==> config.mk <==
export PLATFORM = sky130hd
export DESIGN_NAME = usb_endpoint_descriptor_selector_unit
export DESIGN_NICKNAME = d
export VERILOG_FILES = /design/src/rtl/usb_eds_pkg.sv /design/src/rtl/usb_eds_modunit.sv /design/src/rtl/usb_eds_walker.sv /design/src/rtl/usb_endpoint_descriptor_selector_unit.sv
export VERILOG_INCLUDE_DIRS = /design/src /design/src/rtl
export SDC_FILE = /design/constraint.sdc
export NUM_CORES = 1
export LEC_CHECK = 0
export ABC_AREA = 1
export BUFFER_PORTS_ARGS = -buffer_cell sky130_fd_sc_hd__buf_2
export CORE_ASPECT_RATIO = 2
export CORE_UTILIZATION = 50
export CTS_CLUSTER_SIZE = 10
export DETAILED_ROUTE_END_ITERATION = 10
export PLACE_DENSITY = 0.8
export SYNTH_ARGS = -nofsm -noshare
export SYNTH_HDL_FRONTEND = slang
export SYNTH_SLANG_ARGS = --single-unit
==> constraint.sdc <==
create_clock -name clk -period 4.5 [get_ports clk]
set_clock_uncertainty 0.2 [all_clocks]
set_input_delay 1.35 -clock clk [delete_from_list [all_inputs] [get_ports clk]]
set_output_delay 1.35 -clock clk [all_outputs]
set_load 0.01 [all_outputs]
==> src/rtl/usb_endpoint_descriptor_selector_unit_macros.svh <==
// Assertion helpers shared by the selector RTL.
// Both expect signals named clk and rst in the module that uses them.
`ifndef USB_ENDPOINT_DESCRIPTOR_SELECTOR_UNIT_MACROS_SVH
`define USB_ENDPOINT_DESCRIPTOR_SELECTOR_UNIT_MACROS_SVH

// Consequent must hold in the same cycle as the antecedent.
`define EDS_ASSERT_SAME(label, ante, cons, msg) \
  label: assert property (@(posedge clk) disable iff (rst) (ante) |-> (cons)) \
    else $error(msg);

// Consequent must hold in the cycle after the antecedent.
`define EDS_ASSERT_NEXT(label, ante, cons, msg) \
  label: assert property (@(posedge clk) disable iff (rst) (ante) |=> (cons)) \
    else $error(msg);

`endif

==> src/rtl/usb_eds_pkg.sv <==
`default_nettype none

package usb_eds_pkg;

  // Descriptor type codes and minimum lengths.
  localparam logic [7:0] DT_INTERFACE     = 8'h04;
  localparam logic [7:0] DT_ENDPOINT      = 8'h05;
  localparam logic [7:0] DESC_MIN_LEN     = 8'd2;
  localparam logic [7:0] IF_DESC_MIN_LEN  = 8'd9;
  localparam logic [7:0] EP_DESC_MIN_LEN  = 8'd7;

  // Endpoint transfer types that may be selected.
  localparam logic [1:0] XFER_BULK = 2'd2;
  localparam logic [1:0] XFER_INTR = 2'd3;

  // Configuration register indexes.
  typedef enum logic [2:0] {
    REG_WANTED_INTERFACE   = 3'd0,
    REG_WANTED_ALTERNATE   = 3'd1,
    REG_WANTED_IN_ADDRESS  = 3'd2,
    REG_WANTED_OUT_ADDRESS = 3'd3,
    REG_WANTED_IN_PACKET   = 3'd4,
    REG_WANTED_OUT_PACKET  = 3'd5,
    REG_BULK_READ_BYTES    = 3'd6,
    REG_INTERRUPT_IN_ONLY  = 3'd7
  } reg_index_t;

  typedef struct packed {
    logic [7:0]  wanted_interface;
    logic [7:0]  wanted_alternate;
    logic [7:0]  wanted_in_address;
    logic [7:0]  wanted_out_address;
    logic [10:0] wanted_in_packet;
    logic [10:0] wanted_out_packet;
    logic [15:0] bulk_read_bytes;
    logic        interrupt_in_only;
  } cfg_t;

  typedef struct packed {
    logic [7:0]  address;
    logic [1:0]  transfer;
    logic [10:0] max_packet;
    logic [15:0] wmax_raw;
  } endpoint_t;

  typedef struct packed {
    logic found;
    logic in_alt;
    logic error;
  } alt_flags_t;

  typedef struct packed {
    alt_flags_t flags;
    endpoint_t  in_ep;
    endpoint_t  out_ep;
  } walk_status_t;

  // Result payload, last field (in_address) in the lowest bits.
  typedef struct packed {
    logic [5:0]  pad;
    logic [15:0] out_read_size;
    logic [10:0] out_max_packet;
    logic [1:0]  out_transfer;
    logic [7:0]  out_address;
    logic [15:0] in_read_size;
    logic [10:0] in_max_packet;
    logic [1:0]  in_transfer;
    logic [7:0]  in_address;
  } result_data_t;

  typedef enum logic [1:0] {
    ST_WALK,
    ST_LOAD,
    ST_CHECK,
    ST_DONE
  } state_t;

endpackage

`default_nettype wire

==> src/rtl/usb_eds_modunit.sv <==
`default_nettype none

// Restoring remainder unit: one dividend bit per cycle while busy, over all 16 dividend bits.
module usb_eds_modunit (
  input  wire logic        clk,
  input  wire logic        rst,
  input  wire logic        start,
  input  wire logic [15:0] dividend,
  input  wire logic [10:0] divisor,
  output logic             busy,
  output logic [10:0]      remainder
);
  import usb_eds_pkg::*;

  logic [15:0] shift_reg;
  logic [3:0]  count;
  logic [11:0] trial;
  logic [11:0] trial_diff;
  logic        trial_ge;

  // One shift-and-subtract step.
  always_comb begin
    trial      = {remainder, shift_reg[15]};
    trial_ge   = (trial >= {1'b0, divisor});
    trial_diff = trial - {1'b0, divisor};
  end

  always_ff @(posedge clk) begin
    if (rst) begin
      busy  <= 1'b0;
      count <= 4'd0;
    end else if (start) begin
      busy      <= 1'b1;
      count     <= 4'd15;
      shift_reg <= dividend;
      remainder <= 11'd0;
    end else if (busy) begin
      shift_reg <= {shift_reg[14:0], 1'b0};
      remainder <= trial_ge ? trial_diff[10:0] : trial[10:0];
      count     <= count - 4'd1;
      if (count == 4'd0) begin
        busy <= 1'b0;
      end
    end
  end

endmodule

`default_nettype wire

==> src/rtl/usb_eds_walker.sv <==
`default_nettype none

`include "usb_endpoint_descriptor_selector_unit_macros.svh"

// Descriptor walker: follows length and type of each descriptor one byte
// per transaction and keeps the first matching IN and OUT endpoint.
module usb_eds_walker (
  input  wire logic                      clk,
  input  wire logic                      rst,
  input  wire logic                      accept,
  input  wire logic [7:0]                desc_byte,
  input  wire logic                      last_byte,
  input  wire logic                      clear,
  input  wire usb_eds_pkg::cfg_t         cfg,
  output usb_eds_pkg::walk_status_t      status
);
  import usb_eds_pkg::*;

  logic [7:0] byte_offset, byte_offset_next;
  logic [7:0] desc_length, desc_length_next;
  logic [7:0] desc_type, desc_type_next;
  logic [7:0] latch_addr, latch_addr_next;
  logic [1:0] latch_xfer, latch_xfer_next;
  logic [7:0] latch_size_lo, latch_size_lo_next;
  alt_flags_t flags, flags_next;
  endpoint_t  in_ep, in_ep_next;
  endpoint_t  out_ep, out_ep_next;

  logic        err;
  logic [7:0]  off_inc;
  logic [15:0] raw_size;

  // Keeps the first endpoint that matches; a wanted value of zero takes any.
  function automatic endpoint_t ep_offer(input endpoint_t ep,
                                         input logic [7:0] want_addr,
                                         input logic [10:0] want_size,
                                         input logic [7:0] addr,
                                         input logic [1:0] xfer,
                                         input logic [15:0] raw);
    endpoint_t res;
    logic      take;
    res  = ep;
    take = (ep.address == 8'd0)
        && ((want_addr == 8'd0) || (addr == want_addr))
        && ((want_size == 11'd0) || (raw[10:0] == want_size));
    if (take) begin
      res.address    = addr;
      res.transfer   = xfer;
      res.max_packet = raw[10:0];
      res.wmax_raw   = raw;
    end
    return res;
  endfunction

  // Next walk state for one byte.
  always_comb begin
    byte_offset_next   = byte_offset;
    desc_length_next   = desc_length;
    desc_type_next     = desc_type;
    latch_addr_next    = latch_addr;
    latch_xfer_next    = latch_xfer;
    latch_size_lo_next = latch_size_lo;
    flags_next         = flags;
    in_ep_next         = in_ep;
    out_ep_next        = out_ep;
    err                = 1'b0;
    off_inc            = 8'd0;
    raw_size           = {desc_byte, latch_size_lo};

    if (accept && !flags.error) begin
      if (byte_offset == 8'd0) begin
        desc_length_next = desc_byte;
        if (last_byte) begin
          err = 1'b1;
        end
      end else if (byte_offset == 8'd1) begin
        desc_type_next = desc_byte;
        if (desc_length < DESC_MIN_LEN) begin
          err = 1'b1;
        end else if (desc_byte == DT_INTERFACE && desc_length < IF_DESC_MIN_LEN) begin
          err = 1'b1;
        end else if (desc_byte == DT_ENDPOINT && desc_length < EP_DESC_MIN_LEN) begin
          err = 1'b1;
        end
      end else if (desc_type == DT_INTERFACE) begin
        // Interface number, then alternate setting.
        if (byte_offset == 8'd2) begin
          latch_addr_next    = desc_byte;
          latch_xfer_next    = 2'd0;
          latch_size_lo_next = 8'd0;
        end else if (byte_offset == 8'd3) begin
          if (latch_addr == cfg.wanted_interface && desc_byte == cfg.wanted_alternate) begin
            flags_next.in_alt = 1'b1;
            flags_next.found  = 1'b1;
          end else begin
            flags_next.in_alt = 1'b0;
          end
        end
      end else if (desc_type == DT_ENDPOINT) begin
        // Address, attributes, then the two bytes of wMaxPacketSize.
        if (byte_offset == 8'd2) begin
          latch_addr_next    = desc_byte;
          latch_xfer_next    = 2'd0;
          latch_size_lo_next = 8'd0;
        end else if (byte_offset == 8'd3) begin
          latch_xfer_next = desc_byte[1:0];
        end else if (byte_offset == 8'd4) begin
          latch_size_lo_next = desc_byte;
        end else if (byte_offset == 8'd5) begin
          if (flags.in_alt && (latch_xfer == XFER_BULK || latch_xfer == XFER_INTR)) begin
            if (latch_addr[7]) begin
              if (latch_xfer == XFER_INTR || !cfg.interrupt_in_only) begin
                in_ep_next = ep_offer(in_ep, cfg.wanted_in_address, cfg.wanted_in_packet,
                                      latch_addr, latch_xfer, raw_size);
              end
            end else begin
              out_ep_next = ep_offer(out_ep, cfg.wanted_out_address, cfg.wanted_out_packet,
                                     latch_addr, latch_xfer, raw_size);
            end
          end
        end
      end

      // Advance the position unless the blob is already malformed.
      if (!err) begin
        off_inc = byte_offset + 8'd1;
        if (off_inc >= DESC_MIN_LEN && off_inc >= desc_length_next) begin
          byte_offset_next = 8'd0;
        end else begin
          byte_offset_next = off_inc;
        end
        if (last_byte && byte_offset_next != 8'd0) begin
          err = 1'b1;
        end
      end
      flags_next.error = err;
    end
  end

  // Walk state registers; clear returns them to reset after a result.
  always_ff @(posedge clk) begin
    if (rst || clear) begin
      byte_offset   <= 8'd0;
      desc_length   <= 8'd0;
      desc_type     <= 8'd0;
      latch_addr    <= 8'd0;
      latch_xfer    <= 2'd0;
      latch_size_lo <= 8'd0;
      flags         <= '0;
      in_ep         <= '0;
      out_ep        <= '0;
    end else begin
      byte_offset   <= byte_offset_next;
      desc_length   <= desc_length_next;
      desc_type     <= desc_type_next;
      latch_addr    <= latch_addr_next;
      latch_xfer    <= latch_xfer_next;
      latch_size_lo <= latch_size_lo_next;
      flags         <= flags_next;
      in_ep         <= in_ep_next;
      out_ep        <= out_ep_next;
    end
  end

  assign status.flags  = flags;
  assign status.in_ep  = in_ep;
  assign status.out_ep = out_ep;

  // Checks on the walk state.
  `EDS_ASSERT_NEXT(a_clear_walk, clear, (byte_offset == 8'd0) && (flags == '0), "walk state not cleared")
  `EDS_ASSERT_SAME(a_found_when_in_alt, flags.in_alt, flags.found, "in alternate without found")
  `EDS_ASSERT_NEXT(a_error_sticky, flags.error && !clear, flags.error, "error flag dropped")
  `EDS_ASSERT_NEXT(a_in_ep_kept, (in_ep.address != 8'd0) && !clear, $stable(in_ep), "IN endpoint replaced")

endmodule

`default_nettype wire

==> src/rtl/usb_endpoint_descriptor_selector_unit.sv <==
`default_nettype none

`include "usb_endpoint_descriptor_selector_unit_macros.svh"

// Channel   Dir  tdata                                         tuser  tlast
// s_axis    in   [7:0] desc_byte                               -      last_byte
// m_axis    out  in_address, in_transfer, in_max_packet,       [0] ok -
//                in_read_size, out_address, out_transfer,
//                out_max_packet, out_read_size (80 bits)
// cfg       in   cfg_index selects register, cfg_wdata value   -      -
//
// A descriptor byte that is not the last one is taken as soon as it is offered.
// The last byte starts a 16-step remainder check in the remainder unit; the
// result is loaded after the LOAD, CHECK and DONE states, and ready stays low
// until it is in the output register (longer while the output is stalled).
// Synchronous reset clears the walk and the configuration registers.
module usb_endpoint_descriptor_selector_unit (
  input  wire logic        clk,
  input  wire logic        rst,
  input  wire logic        s_axis_tvalid,
  output logic             s_axis_tready,
  input  wire logic [7:0]  s_axis_tdata,   // [7:0] desc_byte
  input  wire logic        s_axis_tlast,   // last_byte
  output logic             m_axis_tvalid,
  input  wire logic        m_axis_tready,
  output logic [79:0]      m_axis_tdata,   // in_address, in_transfer, in_max_packet,
                                           // in_read_size, out_address, out_transfer,
                                           // out_max_packet, out_read_size, zero pad
  output logic [0:0]       m_axis_tuser,   // [0] ok
  input  wire logic        cfg_we,
  input  wire logic [2:0]  cfg_index,
  input  wire logic [15:0] cfg_wdata
);
  import usb_eds_pkg::*;

  cfg_t         cfg;
  walk_status_t status;
  state_t       state, state_next;
  logic         s_accept;
  logic         walk_clear;
  logic         div_start;
  logic         div_busy;
  logic [10:0]  div_rem;
  logic         load_result;
  logic         bulk_check;
  logic         ok;
  result_data_t result;

  // Configuration registers.
  always_ff @(posedge clk) begin
    if (rst) begin
      cfg <= '0;
    end else if (cfg_we) begin
      unique case (reg_index_t'(cfg_index))
        REG_WANTED_INTERFACE:   cfg.wanted_interface   <= cfg_wdata[7:0];
        REG_WANTED_ALTERNATE:   cfg.wanted_alternate   <= cfg_wdata[7:0];
        REG_WANTED_IN_ADDRESS:  cfg.wanted_in_address  <= cfg_wdata[7:0];
        REG_WANTED_OUT_ADDRESS: cfg.wanted_out_address <= cfg_wdata[7:0];
        REG_WANTED_IN_PACKET:   cfg.wanted_in_packet   <= cfg_wdata[10:0];
        REG_WANTED_OUT_PACKET:  cfg.wanted_out_packet  <= cfg_wdata[10:0];
        REG_BULK_READ_BYTES:    cfg.bulk_read_bytes    <= cfg_wdata;
        REG_INTERRUPT_IN_ONLY:  cfg.interrupt_in_only  <= cfg_wdata[0];
        default:                cfg                    <= cfg;
      endcase
    end
  end

  assign s_accept = s_axis_tvalid && s_axis_tready;

  usb_eds_walker u_walker (
    .clk       (clk),
    .rst       (rst),
    .accept    (s_accept),
    .desc_byte (s_axis_tdata),
    .last_byte (s_axis_tlast),
    .clear     (walk_clear),
    .cfg       (cfg),
    .status    (status)
  );

  usb_eds_modunit u_modunit (
    .clk       (clk),
    .rst       (rst),
    .start     (div_start),
    .dividend  (cfg.bulk_read_bytes),
    .divisor   (status.in_ep.max_packet),
    .busy      (div_busy),
    .remainder (div_rem)
  );

  // Sequencer state register.
  always_ff @(posedge clk) begin
    if (rst) begin
      state <= ST_WALK;
    end else begin
      state <= state_next;
    end
  end

  // Next state and control outputs.
  always_comb begin
    state_next    = state;
    s_axis_tready = 1'b0;
    div_start     = 1'b0;
    load_result   = 1'b0;
    walk_clear    = 1'b0;
    unique case (state)
      ST_WALK: begin
        s_axis_tready = 1'b1;
        if (s_axis_tvalid && s_axis_tlast) begin
          state_next = ST_LOAD;
        end
      end
      ST_LOAD: begin
        div_start  = 1'b1;
        state_next = ST_CHECK;
      end
      ST_CHECK: begin
        if (!div_busy) begin
          state_next = ST_DONE;
        end
      end
      ST_DONE: begin
        if (!m_axis_tvalid || m_axis_tready) begin
          load_result = 1'b1;
          walk_clear  = 1'b1;
          state_next  = ST_WALK;
        end
      end
      default: state_next = ST_WALK;
    endcase
  end

  // Final verdict and the result fields.
  always_comb begin
    bulk_check = (cfg.bulk_read_bytes != 16'd0) && (status.in_ep.transfer == XFER_BULK);
    ok = !status.flags.error && status.flags.found && (status.in_ep.address != 8'd0);
    if (cfg.wanted_out_address != 8'd0 && status.out_ep.address == 8'd0) begin
      ok = 1'b0;
    end
    if (bulk_check && (status.in_ep.max_packet == 11'd0 || div_rem != 11'd0)) begin
      ok = 1'b0;
    end
    result = '0;
    if (ok) begin
      result.in_address     = status.in_ep.address;
      result.in_transfer    = status.in_ep.transfer;
      result.in_max_packet  = status.in_ep.max_packet;
      result.in_read_size   = bulk_check ? cfg.bulk_read_bytes : status.in_ep.wmax_raw;
      result.out_address    = status.out_ep.address;
      result.out_transfer   = status.out_ep.transfer;
      result.out_max_packet = status.out_ep.max_packet;
      result.out_read_size  = status.out_ep.wmax_raw;
    end
  end

  // Output register.
  always_ff @(posedge clk) begin
    if (rst) begin
      m_axis_tvalid <= 1'b0;
    end else if (load_result) begin
      m_axis_tvalid <= 1'b1;
    end else if (m_axis_tready) begin
      m_axis_tvalid <= 1'b0;
    end
  end

  always_ff @(posedge clk) begin
    if (load_result) begin
      m_axis_tdata <= result;
      m_axis_tuser <= ok;
    end
  end

  // Checks on the sequencer and the result.
  `EDS_ASSERT_SAME(a_ready_only_walking, s_axis_tready, state == ST_WALK, "ready outside walk")
  `EDS_ASSERT_SAME(a_fail_zero, m_axis_tvalid && !m_axis_tuser[0], m_axis_tdata == '0, "failed result not zero")
  `EDS_ASSERT_NEXT(a_check_after_load, state == ST_LOAD, (state == ST_CHECK) && div_busy, "remainder unit not started")

endmodule

`default_nettype wire
# --- After elaboration in Yosys (flattened, before gate mapping) ---
# Cells that the tools add are included.
totals:
  regBits: 298
  in_bits: 33
  out_inout_bits: 83
  elab_cells: 205
op_classes:
  addsub: 3
  magnitude_cmp: 6
  n_eq_ne: 33
  muxes: 51
  bitwise: 9
  n_reduce_logical: 70
ops:
  columns: ["op", "n"]
  rows:
  - ["$mux 8", 14]
  - ["$eq 8x3->1 const B", 6]
  - ["$mux 16", 3]
  - ["$logic_not 8->1", 5]
  - ["$logic_not 11->1", 3]
  - ["$eq 8x8->1", 4]
  - ["$reduce_bool 8->1", 3]
  - ["$eq 11x11->1", 2]
  - ["$mux 11", 2]
  - ["$mux 1", 21]
  - ["$reduce_and 2->1", 10]
  - ["$logic_and 1x1->1", 18]
  - ["$eq 8x2->1 const B", 2]
  - ["$mux 2", 8]
  - ["$reduce_bool 16->1", 1]
  - ["$reduce_and 7->1", 2]
  - ["$reduce_and 13->1", 1]
  - ["$eq 3x3->1 const B", 4]
  - ["$ge 12x11->1", 1]
  - ["$reduce_and 12->1", 1]
  - ["$reduce_and 6->1", 2]
  - ["$reduce_bool 11->1", 1]
  - ["$sub 11x11->11", 1]
  - ["$eq 2x2->1 const B", 5]
  - ["other kinds (24)", 52]

# --- Logic depth before layout (Yosys ltp) ---
depth:
  ltp_word: 14
  depth_mapped: 24
  mapped_depth_nobuf: 23

# --- Hierarchy ---
# From an unflattened synthesis, not the netlist that was laid out.
hier_totals:
  hier_cells: 1826
  hier_area_um2: 14009.7
modules_own_cells:
  columns: ["mod", "instances", "cells_each", "area_per_inst_um2", "seq_area_each_um2"]
  rows:
  - ["usb_endpoint_descriptor_selector_unit", 1, 703, 6236.0, 3733.6]
  - ["usb_eds_walker", 1, 816, 5551.6, 1921.8]
  - ["usb_eds_modunit", 1, 307, 2222.1, 910.9]

# --- Worst setup path after synthesis ---
# Ideal clock, no wire load.
synth_path:
  path_type: "input-to-reg"
  from: "in m_axis_tready"
  to: "reg u_walker.desc_length[1]"
  setup_ns: 0.116
  t_arrival_ns: 3.507
  required_ns: 4.184
  slack_ns: 0.677
  cell_stages: 9
  path_buffers: 2
  cell_sequence: "inv_1 -> nand2_1 -> nand2_1 -> inv_1 -> nor2_1 -> clkbuf_1 -> clkbuf_1 -> o211ai_1 -> inv_1"
synth_between:
  elab_chain_cells: 4
synth_rtl:
  columns: ["item", "line", "rtl"]
  rows:
  - ["start: declaration", "usb_endpoint_descriptor_selector_unit.sv:25", "input wire logic m_axis_tready,"]
  - ["$logic_or 1x1->1", "usb_endpoint_descriptor_selector_unit.sv:124", "if (!m_axis_tvalid || m_axis_tready) begin"]
  - ["$mux 1 (2 in a row)", null, null]
  - ["via load_result", "usb_endpoint_descriptor_selector_unit.sv:44", "logic load_result;"]
  - ["$logic_or 1x1->1", "usb_eds_walker.sv:142", "if (rst || clear) begin"]
  - ["end signal: assignment", "usb_eds_walker.sv:154", "desc_length <= desc_length_next;"]
  - ["end: declaration", "usb_eds_walker.sv:20", "logic [7:0] desc_length, desc_length_next;"]
# The timed path passes the listed nets, and every way through them passes these cells.
# A chain may end at the register's enable or synchronous reset.

# --- Final worst setup path ---
layout_path:
  from: "reg u_walker.byte_offset[0]"
  to: "reg u_walker.flags, in the netlist u_walker.status[74]"
layout_between:
  elab_chain_cells: 12
  elab_cells_between_ends: 18
  cone_classes: "1 x add/sub; 2 x order compare; 1 x eq/ne; 10 x mux; 4 x reduce/logical"
layout_rtl:
  columns: ["item", "line", "rtl"]
  rows:
  - ["start: declaration", "usb_eds_walker.sv:19", "logic [7:0] byte_offset, byte_offset_next;"]
  - ["start signal: assignment", "usb_eds_walker.sv:153", "byte_offset <= byte_offset_next;"]
  - ["parallel branches: the longest is 11 deep, another holds $add 8x1->8", null, null]
  - ["$mux 1 (*)", "usb_eds_walker.sv:125", "if (!err) begin"]
  - ["end signal: assignment", "usb_eds_walker.sv:159", "flags <= flags_next;"]
  - ["end: declaration", "usb_eds_walker.sv:25", "alt_flags_t flags, flags_next;"]
# Mark *: on every way between the ends. The select of a mux whose other input is x is not followed.

==> impl_results.md <==
* Largest register by flop count: cfg
* Initial Util at 51.27%
* Count leader, synth: nor2_1
* Clock transition at path regs at roughly 0.060 ns
* Drt first-iter violations at 680
* Clock sink count at 265
* Mapped Cells at about 1.5k
* CTS tree: done
* Ys flop type: dfxtp_1
* RSZ-0062 raised after global routing: no
* Total GRT Usage at between 20% and 30%
* Post-synth EDFFs at 90
* Max reg flops at 71
* Vias in the first global route at 10.32k
* Die Y at 223.5 um
* Synth warnings at 0
* Num ports at roughly 120
* Postcts setup bufs at 0
* Antenna violations before repair at 1
* Sequential area share after synthesis at ~50%
* Fmax at around 280 MHz
* GPL Wtd Cong at 0.9929
* Synth area leader: dfxtp_1
* Post-route DRC at 0
* Commonest cells in the netlist: nor2_1 (280), dfxtp_1 (175), inv_1 (174)
* Maximum vdd drop at roughly 0.40 mV
* WL final at roughly 34 mm
* Worst slew pin tran at about 1.2 ns
* Fin. Hold Viols at 0
* Via count at about 10k
* Ys async rst share at 0%
* Port-buffer cells at between 100 and 150
* CTS H-tree depth at 1
* Clk_lat worst skew at between 0.5 and 0.6 ns
* Chip width at roughly 110 um
* Post-route ant nets at 0
* Maxcap violations at 0
* Worst min path class: register to register
* CTS max path bufs at 3
* Die area at 25,200 sq um
* Slew Viols, Final at 0
* Area Overhead vs Synth at 11.81%
* First-pass GRT wire length at 52.87 mm
* Post-Syn Area per Cell at 8.149 sq um
* Site Rows at 80
* Cts hold-fix bufs at 0
* Synth top area cells: dfxtp_1 (29%), edfxtp_1 (22%), nor2_1 (8.6%)
* Post-CTS resize count at 0
* Post-synth top area share at between 20 and 30%
* Drt first pass iters at 5
* Final setup TNS at 0 ns
* Status: complete, no violations
* PD cells at around 540 nW/um^2
* Syn Std Cell Area at around 12,000 sq um
* Core area at roughly 24,000 sq um
* Setup crit start kind: register
* NumNets Final at between 1.5k and 2k
* Num CTS Buffers at 30
* Final worst-path cycle share at 78.92%
* Req. time, crit path at ~4.7 ns
* Yosys cell types at 45
* Flops & latches, synth at about 270
* Largest net degree at the start of global routing at 76
* Post-DP HPWL at about 25 mm
* GRT overflow at 0
* Setup CP Type: register to register
* Share of cells above drive strength 1 at about 11%
* Tmin final at 3.552 ns
* Leak at between 5 and 6 nW
* Crit. End Element: register
* Final Setup Violations at 0
* Final core utilization at roughly 57%
* Drt wl/cell at around 18 um
* Clk root buf: clkbuf_16
* Slew HR at between 20% and 30%
* Critical path fanouts, max at 19
* Via/cell ratio at between 5 and 6
* Worst Path Arrival at around 3.7 ns
## through the flow
| step | setup slack (ns) | power [mW] | hold slack [ns] | area, sq um | std cells |
|---|---|---|---|---|---|
| floorplan | 0.6768 | 4.648 | 0.2239 | 12290 | 1511 |
| global placement | 0.9827 | 5.180 | 0.2329 | 12850 | 1830 |
| detailed placement | 0.9775 | 5.228 | 0.2451 | 12850 | 1830 |
| CTS | 1.036 | 7.412 | 0.2533 | 13710 | 1877 |
| global route | 0.6599 | 7.852 | 0.2664 | 13710 | 1878 |
| finish | 0.9485 | 7.420 | 0.2554 | 13710 | 1878 |
## worst paths after layout
kind / from / endpoint / slack [ns] / cells after the start
max: u_walker.byte_offset[0] / u_walker.status[74] / 0.95 / 22
min: u_walker.desc_type[2] / u_walker.desc_type[2] / 0.26 / 2
max reg2reg: u_walker.byte_offset[0] / u_walker.status[74] / 0.95 / 22
min reg2reg: u_walker.desc_type[2] / u_walker.desc_type[2] / 0.26 / 2
## final cells by class
class,instances,area (sq um)
multi-input cells,976,4969
repair buffers,117,620.6
flip-flops and latches,265,6206
fillers,2038,10210
diodes,1,2.502
clock buffers,46,832.0
well taps,287,359.1
clock inverters,1,30.03
inverters,185,694.4
## where the power goes
part	internal, mW	switching, mW
clock	1.31	0.904
combinational	0.725	1.46
sequential	2.83	0.196
total	4.86	2.56
## worst max-delay path, stage by stage, from the launching register on
cell     delay [ns]
dfxtp_1        0.49
inv_1          0.17
ha_1           0.23
inv_1          0.08
nor2_1         0.05
nand2_1        0.40
inv_1          0.12
o21ai_0        0.22
inv_1          0.08
ha_1           0.30
nand2_1        0.05
nor2_1         0.13
nand4_1        0.09
nand3_1        0.13
nand2_2        0.14
o21ai_0        0.10
nand2_1        0.06
inv_1          0.05
nand2_1        0.04
nand2_1        0.06
nand2_1        0.04
nand2_1        0.05
a21oi_1        0.08
## cells by family (layout without fill, tap and decap cells)
| group | Yosys count | in the layout | synth area share (%) |
|---|---|---|---|
| AOI/OAI and AO/OA | 339 | 339 | 14.43 |
| and+or+nand+nor | 550 | 550 | 19.08 |
| adders and majority gates | 30 | 30 | 3.122 |
| other | 1 | 8 | 0.03058 |
| xor gates and xnor gates | 50 | 50 | 3.571 |
| DFF | 265 | 265 | 50.60 |
| buffers and inverters | 270 | 349 | 9.172 |
## routing by layer
| layer | track usage [%] | share of wire, % | vias to the layer above |
|---|---|---|---|
| met2 | 49.62 | 52 | 402 |
| met1 | 25.91 | 34 | 4770 |
| met4 | 24.60 | 9.5 | 0 |
| li1 | - | - | 5067 |
| met5 | 0 | 0 | - |
| met3 | 3.939 | 4.6 | 166 |
## placed cells by master, fill, tap and decap left out, types with 8 or more instances in the layout
master and instances:
dfxtp_1 175, ha_1 29, edfxtp_1 90, o21ai_0 169, inv_2 9, or2_2 8, o21ai_1 20, a21oi_1 121
nand2_1 149, xor2_1 30, buf_4 8, clkbuf_1 15, buf_2 108, nor4_1 22, a211oi_1 10, xnor2_1 20
clkbuf_16 31, nor3_1 25, inv_1 173, nor2_1 278, nand3_1 30, nand4_1 22
Power figures use the tool's default switching activity.
